## config.mk

```make
export PLATFORM = sky130hd
export DESIGN_NAME = linear_fifo_with_search
export DESIGN_NICKNAME = d
export VERILOG_FILES = /design/src/rtl/core/lfs_pkg.sv /design/src/rtl/core/lfs_ctrl.sv /design/src/rtl/core/lfs_dp.sv /design/src/rtl/core/linear_fifo_with_search.sv
export SDC_FILE = /design/constraint.sdc
export NUM_CORES = 1
export LEC_CHECK = 0
export BUFFER_PORTS_ARGS = -buffer_cell sky130_fd_sc_hd__buf_2
export CELL_PAD_IN_SITES_DETAIL_PLACEMENT = 0
export CELL_PAD_IN_SITES_GLOBAL_PLACEMENT = 1
export CORE_MARGIN = 4
export CORE_UTILIZATION = 50
export DETAILED_ROUTE_END_ITERATION = 8
export GPL_TIMING_DRIVEN = 0
export PLACE_DENSITY = 0.88
export SLEW_MARGIN = 20
export SYNTH_ARGS = -nofsm -noshare
export SYNTH_HDL_FRONTEND = slang
export SYNTH_SLANG_ARGS = --single-unit
```

## constraint.sdc

```tcl
create_clock -name clk -period 5.6 [get_ports clk]
set_input_delay 0.56 -clock clk [delete_from_list [all_inputs] [get_ports clk]]
set_output_delay 0.56 -clock clk [all_outputs]
set_load 0.01 [all_outputs]
```

## src/rtl/core/lfs_pkg.sv

```systemverilog
package lfs_pkg;

	localparam int QUEUE_DEPTH = 16;
	localparam int ID_WIDTH    = 16;
	localparam int IDX_W       = $clog2(QUEUE_DEPTH);
	localparam int CNT_W       = $clog2(QUEUE_DEPTH + 1);

	localparam logic [1:0] OP_QUERY  = 2'd0;
	localparam logic [1:0] OP_APPEND = 2'd1;
	localparam logic [1:0] OP_REMOVE = 2'd2;

	localparam logic [1:0] ST_OK    = 2'd0;
	localparam logic [1:0] ST_FULL  = 2'd1;
	localparam logic [1:0] ST_EMPTY = 2'd2;

	// Controller to datapath
	typedef struct packed {
		logic accept;
		logic update;
		logic scan_rd;
		logic load_out;
	} cmd_t;

	// Datapath to controller
	typedef struct packed {
		logic empty;
		logic scan_at_tail;
		logic out_free;
	} sts_t;

	// Result word, status in the lowest bits
	typedef struct packed {
		logic                key_found;
		logic [CNT_W-1:0]    even_count;
		logic [CNT_W-1:0]    occupancy;
		logic                head_valid;
		logic [ID_WIDTH-1:0] head_id;
		logic [ID_WIDTH-1:0] removed_id;
		logic [1:0]          status;
	} out_t;

endpackage

```

## src/rtl/core/lfs_ctrl.sv

```systemverilog
module lfs_ctrl (
	input  logic          clk,
	input  logic          arst_n,
	input  logic          in_valid,
	output logic          in_ready,
	input  lfs_pkg::sts_t sts,
	output lfs_pkg::cmd_t cmd
);

	localparam logic [2:0] S_IDLE  = 3'd0;
	localparam logic [2:0] S_UPD   = 3'd1;
	localparam logic [2:0] S_SCAN  = 3'd2;
	localparam logic [2:0] S_DRAIN = 3'd3;
	localparam logic [2:0] S_RES   = 3'd4;

	logic [2:0] state_q;
	logic [2:0] state_nx;

	assign in_ready = (state_q == S_IDLE);

	always_comb begin
		state_nx     = state_q;
		cmd.accept   = 1'b0;
		cmd.update   = 1'b0;
		cmd.scan_rd  = 1'b0;
		cmd.load_out = 1'b0;
		unique case (state_q)
			S_IDLE: begin
				if (in_valid) begin
					cmd.accept = 1'b1;
					state_nx   = S_UPD;
				end
			end
			S_UPD: begin
				cmd.update = 1'b1;
				state_nx   = S_SCAN;
			end
			S_SCAN: begin
				if (sts.empty) begin
					state_nx = S_RES;
				end else begin
					cmd.scan_rd = 1'b1;
					if (sts.scan_at_tail) begin
						state_nx = S_DRAIN;
					end
				end
			end
			S_DRAIN: begin
				state_nx = S_RES;
			end
			S_RES: begin
				if (sts.out_free) begin
					cmd.load_out = 1'b1;
					state_nx     = S_IDLE;
				end
			end
			default: begin
				state_nx = S_IDLE;
			end
		endcase
	end

	always_ff @(posedge clk or negedge arst_n) begin
		if (!arst_n) begin
			state_q <= S_IDLE;
		end else begin
			state_q <= state_nx;
		end
	end

endmodule

```

## src/rtl/core/lfs_dp.sv

```systemverilog
module lfs_dp (
	input  logic                          clk,
	input  logic                          arst_n,
	input  lfs_pkg::cmd_t                 cmd,
	output lfs_pkg::sts_t                 sts,
	input  logic [1:0]                    in_op,
	input  logic [lfs_pkg::ID_WIDTH-1:0]  in_key,
	output lfs_pkg::out_t                 out_data,
	output logic                          out_valid,
	input  logic                          out_ready
);

	logic [1:0]                   op_q;
	logic [lfs_pkg::ID_WIDTH-1:0] key_q;

	logic [lfs_pkg::ID_WIDTH-1:0] mem_q [lfs_pkg::QUEUE_DEPTH];
	logic [lfs_pkg::ID_WIDTH-1:0] rd_data_q;
	logic [lfs_pkg::IDX_W-1:0]    rd_addr;
	logic                         rd_vld_q;

	logic [lfs_pkg::IDX_W-1:0]    head_q, tail_q, scan_idx_q;
	logic                         empty_q;

	logic [lfs_pkg::IDX_W-1:0]    head_nx, tail_nx, wr_addr;
	logic                         empty_nx, wr_en;
	logic [1:0]                   status_nx;
	logic [lfs_pkg::ID_WIDTH-1:0] removed_nx;

	logic [1:0]                   status_q;
	logic [lfs_pkg::ID_WIDTH-1:0] removed_q, head_id_q;
	logic [lfs_pkg::CNT_W-1:0]    occ_q, evens_q;
	logic                         found_q, first_q;

	lfs_pkg::out_t                out_q;
	logic                         out_valid_q;

	// Queue update for the latched operation
	always_comb begin
		head_nx    = head_q;
		tail_nx    = tail_q;
		empty_nx   = empty_q;
		wr_en      = 1'b0;
		wr_addr    = tail_q + lfs_pkg::IDX_W'(1);
		status_nx  = lfs_pkg::ST_OK;
		removed_nx = '0;
		unique case (op_q)
			lfs_pkg::OP_APPEND: begin
				if (empty_q) begin
					head_nx  = '0;
					tail_nx  = '0;
					empty_nx = 1'b0;
					wr_en    = 1'b1;
					wr_addr  = '0;
				end else if (tail_q == lfs_pkg::IDX_W'(lfs_pkg::QUEUE_DEPTH - 1)) begin
					status_nx = lfs_pkg::ST_FULL;
				end else begin
					tail_nx = tail_q + lfs_pkg::IDX_W'(1);
					wr_en   = 1'b1;
				end
			end
			lfs_pkg::OP_REMOVE: begin
				if (empty_q) begin
					status_nx = lfs_pkg::ST_EMPTY;
				end else begin
					removed_nx = rd_data_q;
					if (head_q >= tail_q) begin
						head_nx  = '0;
						tail_nx  = '0;
						empty_nx = 1'b1;
					end else begin
						head_nx = head_q + lfs_pkg::IDX_W'(1);
					end
				end
			end
			default: begin
			end
		endcase
	end

	// Outside the scan, read the head slot so a remove sees its entry
	assign rd_addr = cmd.scan_rd ? scan_idx_q : head_q;

	always_ff @(posedge clk) begin
		if (cmd.update && wr_en) begin
			mem_q[wr_addr] <= key_q;
		end
		rd_data_q <= mem_q[rd_addr];
	end

	always_ff @(posedge clk) begin
		if (cmd.accept) begin
			op_q  <= in_op;
			key_q <= in_key;
		end
	end

	always_ff @(posedge clk or negedge arst_n) begin
		if (!arst_n) begin
			head_q   <= '0;
			tail_q   <= '0;
			empty_q  <= 1'b1;
			rd_vld_q <= 1'b0;
		end else begin
			rd_vld_q <= cmd.scan_rd;
			if (cmd.update) begin
				head_q  <= head_nx;
				tail_q  <= tail_nx;
				empty_q <= empty_nx;
			end
		end
	end

	// Scan index and accumulators
	always_ff @(posedge clk) begin
		if (cmd.update) begin
			scan_idx_q <= head_nx;
			status_q   <= status_nx;
			removed_q  <= removed_nx;
			head_id_q  <= '0;
			occ_q      <= '0;
			evens_q    <= '0;
			found_q    <= 1'b0;
			first_q    <= 1'b1;
		end else begin
			if (cmd.scan_rd) begin
				scan_idx_q <= scan_idx_q + lfs_pkg::IDX_W'(1);
			end
			if (rd_vld_q) begin
				first_q <= 1'b0;
				if (first_q) begin
					head_id_q <= rd_data_q;
				end
				occ_q   <= occ_q + lfs_pkg::CNT_W'(1);
				evens_q <= evens_q + {{(lfs_pkg::CNT_W-1){1'b0}}, ~rd_data_q[0]};
				if (rd_data_q == key_q) begin
					found_q <= 1'b1;
				end
			end
		end
	end

	// Output register
	always_ff @(posedge clk) begin
		if (cmd.load_out) begin
			out_q.status     <= status_q;
			out_q.removed_id <= removed_q;
			out_q.head_id    <= head_id_q;
			out_q.head_valid <= ~empty_q;
			out_q.occupancy  <= occ_q;
			out_q.even_count <= evens_q;
			out_q.key_found  <= found_q;
		end
	end

	always_ff @(posedge clk or negedge arst_n) begin
		if (!arst_n) begin
			out_valid_q <= 1'b0;
		end else if (cmd.load_out) begin
			out_valid_q <= 1'b1;
		end else if (out_ready) begin
			out_valid_q <= 1'b0;
		end
	end

	assign sts.empty        = empty_q;
	assign sts.scan_at_tail = (scan_idx_q == tail_q);
	assign sts.out_free     = ~out_valid_q | out_ready;

	assign out_data  = out_q;
	assign out_valid = out_valid_q;

endmodule

```

## src/rtl/core/linear_fifo_with_search.sv

```systemverilog
// Linear array queue of IDs with a presence search.
// Input channel (s_*): one transfer carries an operation (query, append,
// remove head) and an ID that is appended on append and is the search key
// on every operation. Output channel (m_*): one transfer per input item
// with status, removed ID, head ID and valid, occupancy, count of even
// IDs and the found flag, all describing the queue after the operation.
// The queue is linear: append is refused once the tail reaches the last
// slot, even when earlier slots were freed; removing the last ID returns
// both indices to slot 0.
// Sequence: after an input transfer the item passes the update state, then
// the scan, which reads one entry of the store per cycle from head to
// tail, then the drain state (skipped on an empty queue) and the result
// state, which loads the output register. A new input is taken only once
// that load is done, so one item is in flight at a time.
// The result sits in an output register; a stalled receiver holds it
// there while the next item is already taken in and processed, and only
// the final load waits for the register to free up.
// Reset clears the indices and marks the queue empty; stored IDs are not
// cleared and are never read before being written.
module linear_fifo_with_search (
	input  logic        clk,
	input  logic        arst_n,
	input  logic        s_tvalid,
	output logic        s_tready,
	input  logic [23:0] s_tdata,   // operation[1:0], patient_id[17:2], zero pad
	output logic        m_tvalid,
	input  logic        m_tready,
	output logic [47:0] m_tdata    // status[1:0], removed_id[17:2], head_id[33:18],
	                               // head_valid[34], occupancy[39:35],
	                               // even_count[44:40], key_found[45], zero pad
);

	lfs_pkg::cmd_t cmd;
	lfs_pkg::sts_t sts;
	lfs_pkg::out_t out_data;

	// Sequence the item: accept, update, scan, drain, result
	lfs_ctrl u_ctrl (
		.clk      (clk),
		.arst_n   (arst_n),
		.in_valid (s_tvalid),
		.in_ready (s_tready),
		.sts      (sts),
		.cmd      (cmd)
	);

	// Hold the store, indices, scan accumulators and the output register
	lfs_dp u_dp (
		.clk       (clk),
		.arst_n    (arst_n),
		.cmd       (cmd),
		.sts       (sts),
		.in_op     (s_tdata[1:0]),
		.in_key    (s_tdata[2 +: lfs_pkg::ID_WIDTH]),
		.out_data  (out_data),
		.out_valid (m_tvalid),
		.out_ready (m_tready)
	);

	// Pad the result word to whole bytes
	assign m_tdata = {2'b00, out_data};

	// One item in flight: after an input transfer, drop ready for the update
	a_one_in_flight: assert property (@(posedge clk) disable iff (!arst_n)
		s_tvalid && s_tready |=> !s_tready)
		else $error("input taken while an item is in progress");

	// Head is valid exactly when the queue holds at least one ID
	a_head_valid: assert property (@(posedge clk) disable iff (!arst_n)
		m_tvalid |-> (out_data.head_valid == (out_data.occupancy != '0)))
		else $error("head_valid disagrees with occupancy");

	// Counts stay within the store
	a_counts: assert property (@(posedge clk) disable iff (!arst_n)
		m_tvalid |-> (out_data.occupancy <= lfs_pkg::CNT_W'(lfs_pkg::QUEUE_DEPTH))
		&& (out_data.even_count <= out_data.occupancy))
		else $error("occupancy or even count out of range");

	// A refused append leaves a non-empty queue; a refused remove an empty one
	a_refusals: assert property (@(posedge clk) disable iff (!arst_n)
		m_tvalid |-> ((out_data.status != lfs_pkg::ST_FULL) || out_data.head_valid)
		&& ((out_data.status != lfs_pkg::ST_EMPTY) || !out_data.head_valid))
		else $error("refusal status inconsistent with queue state");

endmodule
```

==> results of run 1 <==
## critical path, stage by stage (launching register included)
cell	delay [ps]
dfrtp_1	460
nor4b_4	290
buf_6	220
mux2i_4	470
clkbuf_1	550
nand2_1	110
a32oi_1	350
nand3_1	220
a21oi_1	280
## state kept, by name, indices dropped and copies added, names as in the netlist
signal and flops:
u_dp.rd_data_q 16, u_dp.out_valid 1, u_dp.occ_q 5, u_dp.op_q 2
u_dp.out_data 46, u_dp.scan_idx_q 4, u_dp.key_q 16, u_dp.evens_q 5
u_dp.tail_q 4, u_ctrl.state_q 3, u_dp.found_q 1, u_dp.first_q 1
u_dp.head_q 4, u_dp.removed_q 16, u_dp.head_id_q 16, u_dp.empty_q 1
u_dp.mem_q 256, u_dp.status_q 2, u_dp.rd_vld_q 1
## layer usage
layer / vias to the layer above / global-route usage, %
li1: 4328 / -
met1: 4550 / 27.9
met2: 376 / 33.4
met3: 56 / 3.36
met4: 0 / 5.53
met5: - / 0
## kinds of logic after synthesis
family	after synthesis	synth area share, %
other cells	1	0.0243
xor+xnor	32	1.82
fa+ha+maj	12	0.973
flops	400	74.5
buf+inv	64	2.17
compound gates	82	3.45
mux	33	2.51
simple gates	496	14.5
## worst max path at each step
stage,slack (ps),startpoint,endpoint
floorplan,3190,u_dp.empty_q,u_dp.mem_q[0][0]
finish,2530,u_ctrl.state_q[0],u_dp.rd_data_q[4]
global placement,2470,u_ctrl.state_q[0],u_dp.rd_data_q[4]
global route,2330,u_ctrl.state_q[0],u_dp.rd_data_q[5]
CTS,2450,u_ctrl.state_q[0],u_dp.rd_data_q[4]
detailed placement,2510,u_ctrl.state_q[0],u_dp.rd_data_q[4]
## cell usage after synthesis, types with 2 or more instances
| cell type | n |
|---|---|
| a21oi_1 | 36 |
| a22o_1 | 6 |
| a31oi_1 | 4 |
| a32oi_1 | 16 |
| and2_1 | 19 |
| and3_1 | 2 |
| buf_1 | 3 |
| buf_2 | 13 |
| buf_4 | 8 |
| buf_6 | 5 |
| clkbuf_1 | 20 |
| dfrtp_1 | 13 |
| dfxtp_1 | 44 |
| edfxtp_1 | 342 |
| ha_1 | 12 |
| inv_1 | 13 |
| mux2_4 | 3 |
| mux2i_1 | 25 |
| mux2i_4 | 3 |
| nand2_1 | 265 |
| nand2b_1 | 5 |
| nand3_1 | 107 |
| nand3b_1 | 2 |
| nand4_1 | 29 |
| nor2_1 | 42 |
| nor2_2 | 2 |
| nor2b_1 | 3 |
| nor3_1 | 6 |
| nor3_2 | 7 |
| o21a_1 | 2 |
| o21ai_0 | 9 |
| or3_1 | 2 |
| xnor2_1 | 22 |
| xor2_1 | 10 |
## power by group
part	total [mW]	switching, mW	leakage (nW)	internal (mW)
clock	2.59	1.09	0.602	1.49
sequential	4.22	0.413	3.65	3.80
combinational	2.07	1.36	1.99	0.709
total	8.87	2.87	6.23	6.01
## what timing repair did
item,in CTS,in global routing
endpoints found under the setup margin,0,0
hold endpoints to repair,13,0
hold buffers,1,0
## cell type report
| class | instances | area share [%] |
|---|---|---|
| Tap cell | 396 | 2.79 |
| Clock buffer | 49 | 5.94 |
| Inverter | 14 | 0.296 |
| Buffer | 50 | 1.60 |
| Clock inverter | 24 | 1.24 |
| Sequential cell | 400 | 64.7 |
| Multi-Input combinational cell | 657 | 20.5 |
| Timing Repair Buffer | 82 | 2.87 |
## per-stage QoR
stage	cell area (um^2)	util [%]
5_1_grt	17800	58.2
3_3_place_gp	16300	53.4
3_5_place_dp	16500	54.0
6_report	17800	58.2
2_1_floorplan	15400	-
4_1_cts	17800	58.2
==> flow_summary.yaml, run 1 <==
placed_design:
  portBuffers: 69
  place_hpwl_um: 23200
  placedCellCount: 1598
  gp_congestion: 0.852
  pre_cts_ws_ps: 2510
clock_tree:
  clk_pin_slew_ps: 60
  htree_levels: 2
  clk_latency_ps: 520
  cts_resized: 0
  cts_sinks: 400
  cts_setup_buffers: 0
  clock-root-buffer: "clkbuf_16"
  clockBufferDepth: 3
  cts_buffers: 41
  cts_tree: "done"
finish:
  nNetsFinal: 1286
  layout_common_cells: "edfxtp_1, nand2_1, nand3_1"
  final_cells: 1672
  num_antenna_cells: 0
  area.growth.synth_to_final_pct: 15.1
  n_fill_cell: 2336
  drive_gt1_share_pct: 16.1
  regArea_um2: 11500
  multi_input_area_um2: 3650
  layout_commonest_cell: "edfxtp_1"
floorplan:
  placementRows: 64
  ios: 78
  die_area_um2: 33800
  core_um2: 30500
  initial_core_util_pct: 50.6
  die_x_um: 184
  fp.dieH_um: 184
power_and_ir_drop:
  leakage_nw: 6.23
  p_per_area_nw_per_um2: 499
  ir_worst_vdd_uv: 289
  finalPower_mw: 8.87
timing:
  hold_violations: 0
  slew_viol_final: 0
  fin_crit_sh_pct: 54.9
  rsz0062_at_grt: "false"
  period_minus_slack_ps: 3070
  tns_ps: 0
  hold_slack_ps: 219
  fmax_mhz: 325
  setup_violations: 0
  tightest_slew_ps: 1020
  fin_ws_ps: 2530
  relSlewSlack_pct: 31.7
  clock_skew_ps: 15.4
setup_path:
  worst_setup_path_start_kind: "flop"
  cp-end-kind: "flop"
  crit_arrival_ps: 3480
  crit_fanout: 10
  rrSetupSlack_ps: 2530
  critPathRequiredTime_ps: 6010
  worstReg2RegEnd: "u_dp.rd_data_q[4]"
  r2r_cells: 8
  path_class: "flop to flop"
  r2r-start: "u_ctrl.state_q[0]"
route:
  wl_met3_um: 2510
  routedWlPerCell_um: 20.3
  dr.pass1.iters: 5
  wl_um: 34000
  drtIter0Drc: 913
  route.top_layer_used: "met4"
  vias: 9310
  viasPerCell: 5.57
  drcViolationCount: 0
  wl_met1_um: 14200
  ant_nets: 0
  route.met2.wl_um: 16400
synthesis:
  yosysTopAreaCell: "edfxtp_1"
  synthCells: 1120
  synth-seq-cells: 400
  synthDistinctLibCells: 54
  async_reset_ff_share_pct: 3.50
  ys.warnings.count: 0
  avgSynthCellArea_um2: 13.8
  ys_seq_area_share_pct: 74.5
  synth_flop_cell: "edfxtp_1"
  synth_area_leaders: "edfxtp_1, nand2_1, dfxtp_1"
  synth_edf_count: 342
  syn-cell-area_um2: 15400
  synth_top_area_share_pct: 66.5
grt:
  grt_max_degree: 39
  antenna_found_initial: 0
  grt_overflow: 0
  grt_first_pass_wirelength_um: 52600
  track_usage_pct: 20.1
  grt_pass1_vias: 9111
run_status:
  status: "complete, no violations"
min_path:
  min_path_cells: 1
  holdPathEnd: "u_dp.key_q[10]"
  holdCritPathClass: "primary input to flop"
  min_from: "s_tdata[12]"
flow_run:
  drv_cap: 0
(Power assumes the default switching activity.)
==> inputs of run 2 (changes only) <==
--- a/config.mk
+++ b/config.mk
@@ -9,10 +9,10 @@
 export CELL_PAD_IN_SITES_DETAIL_PLACEMENT = 0
 export CELL_PAD_IN_SITES_GLOBAL_PLACEMENT = 1
 export CORE_MARGIN = 4
-export CORE_UTILIZATION = 50
+export CORE_UTILIZATION = 46
 export DETAILED_ROUTE_END_ITERATION = 8
 export GPL_TIMING_DRIVEN = 0
-export PLACE_DENSITY = 0.88
+export PLACE_DENSITY = 0.86
 export SLEW_MARGIN = 20
 export SYNTH_ARGS = -nofsm -noshare
 export SYNTH_HDL_FRONTEND = slang
==> constraint.sdc (replaced) <==
create_clock -name clk -period 2.8 [get_ports clk]
set_input_delay 0.28 -clock clk [delete_from_list [all_inputs] [get_ports clk]]
set_output_delay 0.28 -clock clk [all_outputs]
set_load 0.01 [all_outputs]
==> run 2 against run 1 <==
  * Clock skew increased by 3.2 ps
  * Global-route usage decreased by 1.9 points
  * Combinational power increased by 100%
  * Fmax increased by 12%
  * Utilization decreased by 2.9 points
  * Sequential share of layout area decreased by 1.4 points
  * Critical path depth decreased by 4
  * Worst setup slack got worse by 2500 ps
  * Cell area increased by 2.1%
  * Sequential power increased by 100%
  * Critical path type unchanged
  * Largest cell class unchanged
  * Highest routed layer unchanged
==> flow_summary.yaml, run 2 (synthesized netlist as in run 1, its figures left out) <==
route:
  drcViolationCount: 0
  vias: 9118
  viasPerCell: 5.26
  drtIter0Drc: 814
  wl_um: 33300
  routedWlPerCell_um: 19.2
  dr.pass1.iters: 5
  ant_nets: 0
grt:
  grt_first_pass_wirelength_um: 51100
  grt_overflow: 0
  track_usage_pct: 18.2
  grt_max_degree: 39
  antenna_found_initial: 0
  grt_pass1_vias: 8845
timing:
  setup_violations: 0
  clock_skew_ps: 18.5
  fin_crit_sh_pct: 97.8
  slew_viol_final: 0
  relSlewSlack_pct: 31.5
  rsz0062_at_grt: "true"
  hold_violations: 0
  period_minus_slack_ps: 2740
  fmax_mhz: 365
  tightest_slew_ps: 1030
  fin_ws_ps: 61.4
setup_path:
  critPathRequiredTime_ps: 2950
  worst_setup_path_start_kind: "flop"
  cp_slowest_stage_delay_ps: 750
  path_cells: "clkbuf_1 -> a21oi_1 -> or3_1 -> nor2_2"
  path_class: "flop to flop"
  crit_fanout: 16
  crit_arrival_ps: 2890
  slowest_stage: "nor2_2"
  cp-end-kind: "flop"
floorplan:
  placementRows: 66
  fp.dieH_um: 191
  core_um2: 32800
  die_x_um: 191
  initial_core_util_pct: 47.1
  ios: 78
  die_area_um2: 36600
clock_tree:
  clock-root-buffer: "clkbuf_16"
  htree_levels: 2
  cts_buffers: 40
  clockBufferDepth: 3
  cts_tree: "done"
  clk_pin_slew_ps: 60
  cts_sinks: 400
  clk_latency_ps: 530
finish:
  area.growth.synth_to_final_pct: 17.5
  num_antenna_cells: 0
  largest_reg_flops: 256
  nNetsFinal: 1303
  top_register: "u_dp.mem_q"
  drive_gt1_share_pct: 16.3
  top_regs: "u_dp.mem_q (256), u_dp.out_data (46)"
  layout_commonest_cell: "edfxtp_1"
  layout_common_cells: "edfxtp_1, nand2_1, nand3_1"
run_status:
  status: "complete, no violations"
min_path:
  holdCritPathClass: "primary input to flop"
power_and_ir_drop:
  ir_worst_vdd_uv: 554
  finalPower_mw: 18.2
  leakage_nw: 6.40
  p_per_area_nw_per_um2: 1000
placed_design:
  place_hpwl_um: 22500
  gp_congestion: 0.836
  portBuffers: 69
  pre_cts_ws_ps: -305
flow_run:
  drv_cap: 0
==> run 2: cell count changes in the layout (fill, tap and decap cells not counted), moves of 4 or more <==
| cell | previous run | this run |
|---|---|---|
| clkbuf_1 | 28 | 24 |
| clkinvlp_4 | 6 | 0 |
| clkinv_4 | 4 | 0 |
| bufinv_16 | 3 | 8 |
| dlygate4sd3_1 | 1 | 19 |
==> run 2: final cells by class <==
| type | instances | area, um^2 |
|---|---|---|
| Fill cell | 2593 | 14600 |
| Clock buffer | 53 | 1100 |
| Multi-Input combinational cell | 657 | 3680 |
| Clock inverter | 19 | 288 |
| Sequential cell | 400 | 11500 |
| Timing Repair Buffer | 101 | 683 |
| Inverter | 14 | 52.6 |
| Buffer | 49 | 288 |
| Tap cell | 442 | 553 |
==> run 2: per-stage QoR <==
stage | cell area (um^2) | setup TNS, ps | hold WS, ps | cells | util [%]
3_5_place_dp | 16500 | -1430 | 216 | 1642 | 50.4
3_3_place_gp | 16300 | -65430 | 205 | 1632 | 49.8
6_report | 18100 | 0 | 44.0 | 1735 | 55.4
5_1_grt | 18100 | -4500 | 66.0 | 1735 | 55.4
4_1_cts | 18100 | 0 | 25.5 | 1736 | 55.3
2_1_floorplan | 15400 | 0 | -15.6 | 1121 | -
==> run 2: timing repair <==
item / 4_1_cts / 5_1_grt
hold buffers: 19 / 0
endpoints found under the setup margin: 14 / 121
endpoints found under the hold margin: 32 / 0
gates resized for setup: 3 / 11
buffers inserted: 3 / 0
==> run 2: path summary, 6_finish.rpt <==
kind,startpoint,end,slack (ps),cells after the start
max in group asynchronous,arst_n,u_dp.empty_q,2300,2
min in group asynchronous,arst_n,u_dp.tail_q[0],190,2
max,u_dp.empty_q,u_dp.mem_q[4][12],60,4
min,m_tready,u_dp.out_valid,40,3
max reg2reg,u_dp.empty_q,u_dp.mem_q[4][12],60,4
min reg2reg,u_dp.status_q[0],u_dp.out_data[0],420,0
==> run 2: worst max-delay path: cells and delay by family (launching register included) <==
kind | cells | cell delay (ps)
simple gates | 2 | 1250
flops | 1 | 610
buf+inv | 1 | 430
compound gates | 1 | 60
==> run 2: report_power, final <==
group / switching (mW) / leakage [nW] / internal, mW
clock: 2.10 / 0.679 / 3.49
sequential: 0.811 / 3.65 / 7.61
combinational: 2.73 / 2.07 / 1.47
==> run 2: layer usage <==
layer  wire, um  GRT usage (%)
met3       2330           2.61
met4        870           5.69
met1      14500           25.8
met2      15700           29.4
met5          0              0
==> inputs of run 3 (changes only) <==
--- a/config.mk
+++ b/config.mk
@@ -13,6 +13,7 @@
 export DETAILED_ROUTE_END_ITERATION = 8
 export GPL_TIMING_DRIVEN = 0
 export PLACE_DENSITY = 0.86
+export RECOVER_POWER = 25
 export SLEW_MARGIN = 20
 export SYNTH_ARGS = -nofsm -noshare
 export SYNTH_HDL_FRONTEND = slang
==> constraint.sdc (replaced) <==
create_clock -name clk -period 2.8 [get_ports clk]
set_input_delay 0.28 -clock clk [delete_from_list [all_inputs] [get_ports clk]]
set_output_delay 0.28 -clock clk [all_outputs]
set_load 0.005 [all_outputs]
==> run 3 against run 2 <==
  * Global-route usage is the same
  * Die area did not move
  * Critical path depth unchanged
  * Utilization about the same
  * Count of clock-buffer cells in the layout unchanged
  * Sequential share of layout area barely moved
  * Largest power group unchanged
==> flow_summary.yaml, run 3 (synthesized netlist as in run 1, its figures left out) <==
run_status:
  status: "complete, no violations"
power_and_ir_drop:
  p_per_area_nw_per_um2: 1000
  ir_worst_vdd_uv: 554
  leakage_nw: 6.39
  finalPower_mw: 18.2
setup_path:
  rrSetupSlack_ps: 60
  crit_fanout: 16
  cp-startpoint: "u_dp.empty_q"
  path_class: "flop to flop"
  r2r-start: "u_dp.empty_q"
  critPathRequiredTime_ps: 2950
  r2r_cells: 4
  cp-end-kind: "flop"
  worstReg2RegEnd: "u_dp.mem_q[4][12]"
  crit_end: "u_dp.mem_q[4][12]"
  crit_arrival_ps: 2890
  worst_setup_path_start_kind: "flop"
flow_run:
  drv_cap: 0
route:
  viasPerCell: 5.25
  dr.pass1.iters: 5
  drtIter0Drc: 809
  routedWlPerCell_um: 19.2
  vias: 9114
  ant_nets: 0
  wl_um: 33300
  drcViolationCount: 0
floorplan:
  placementRows: 66
  die_x_um: 191
  core_um2: 32800
  die_area_um2: 36600
  ios: 78
  initial_core_util_pct: 47.1
  fp.dieH_um: 191
grt:
  grt_first_pass_wirelength_um: 51100
  grt_overflow: 0
  antenna_found_initial: 0
  track_usage_pct: 18.2
  grt_max_degree: 39
  grt_pass1_vias: 8845
finish:
  n_fill_cell: 2596
  top_register: "u_dp.mem_q"
  nNetsFinal: 1303
  area.growth.synth_to_final_pct: 17.5
  drive_gt1_share_pct: 16.0
  layout_common_cells: "edfxtp_1, nand2_1, nand3_1"
  largest_reg_flops: 256
  top_regs: "u_dp.mem_q (256), u_dp.out_data (46)"
  num_antenna_cells: 0
  layout_commonest_cell: "edfxtp_1"
clock_tree:
  clk_latency_ps: 530
  cts_sinks: 400
  clock-root-buffer: "clkbuf_16"
  htree_levels: 2
  clk_pin_slew_ps: 60
  cts_tree: "done"
  cts_buffers: 40
  clockBufferDepth: 3
placed_design:
  place_hpwl_um: 22500
  portBuffers: 69
  gp_congestion: 0.836
min_path:
  min_from: "m_tready"
  holdCritPathClass: "primary input to flop"
timing:
  hold_violations: 0
  period_minus_slack_ps: 2740
  rsz0062_at_grt: "true"
  fmax_mhz: 365
  relSlewSlack_pct: 31.5
  tightest_slew_ps: 1030
  setup_violations: 0
  clock_skew_ps: 18.0
  fin_crit_sh_pct: 97.8
  slew_viol_final: 0
  tns_ps: 0
[run 3: timing repair]
item | CTS | global route
buffers inserted | 3 | 0
gates resized for setup | 3 | 11
endpoints found under the setup margin | 14 | 121
hold buffers | 19 | 0
pin swaps | 0 | 0
endpoints found under the hold margin | 32 | 0
[run 3: layout make-up]
cell class	count	area [um^2]	share of cell area, %
sequential	400	11500	63.4
multi-input combinational	657	3680	20.3
clock buffer	53	1100	6.07
timing repair buffer	101	678	3.74
tap	442	553	3.05
clock inverter	19	288	1.59
buffer	49	288	1.59
inverter	14	52.6	0.290
[run 3: worst min-delay path by stage]
stage                                   end  slack, ps  depth (start not counted)
after floorplan           u_ctrl.state_q[0]        -20                          0
after global placement       u_dp.tail_q[0]        200                          1
after detailed placement     u_dp.tail_q[0]        220                          1
after CTS                    u_dp.out_valid         30                          3
after global routing         u_dp.out_valid         70                          3
final                        u_dp.out_valid         40                          3
[run 3: report_power, final]
part	switching, mW	internal, mW	leakage [nW]
Combinational	2.68	1.47	2.06
Sequential	0.811	7.61	3.65
Clock	2.10	3.49	0.679
[run 3: critical path, cell delays in order, from the launching register on]
cell and delay (ps):
dfstp_2 610, clkbuf_1 430, a21oi_1 60, or3_1 500, nor2_2 750
[run 3: layer usage]
layer	global-route usage (%)	wire length [um]	up-vias
li1	-	-	4348
met1	25.8	14500	4404
met2	29.4	15700	310
met3	2.61	2300	52
met4	5.69	870	0
met5	0	0	-
[run 3: per-stage QoR]
stage	hold slack, ps	utilization, %	area (um^2)	std cells	setup slack [ps]
detailed placement	216	50.4	16500	1642	-305
floorplan	-15.6	-	15400	1121	389
global placement	205	49.8	16300	1632	-329
global route	66.0	55.3	18100	1735	-73.1
finish	44.0	55.3	18100	1735	61.2
CTS	25.5	55.3	18100	1736	9.36
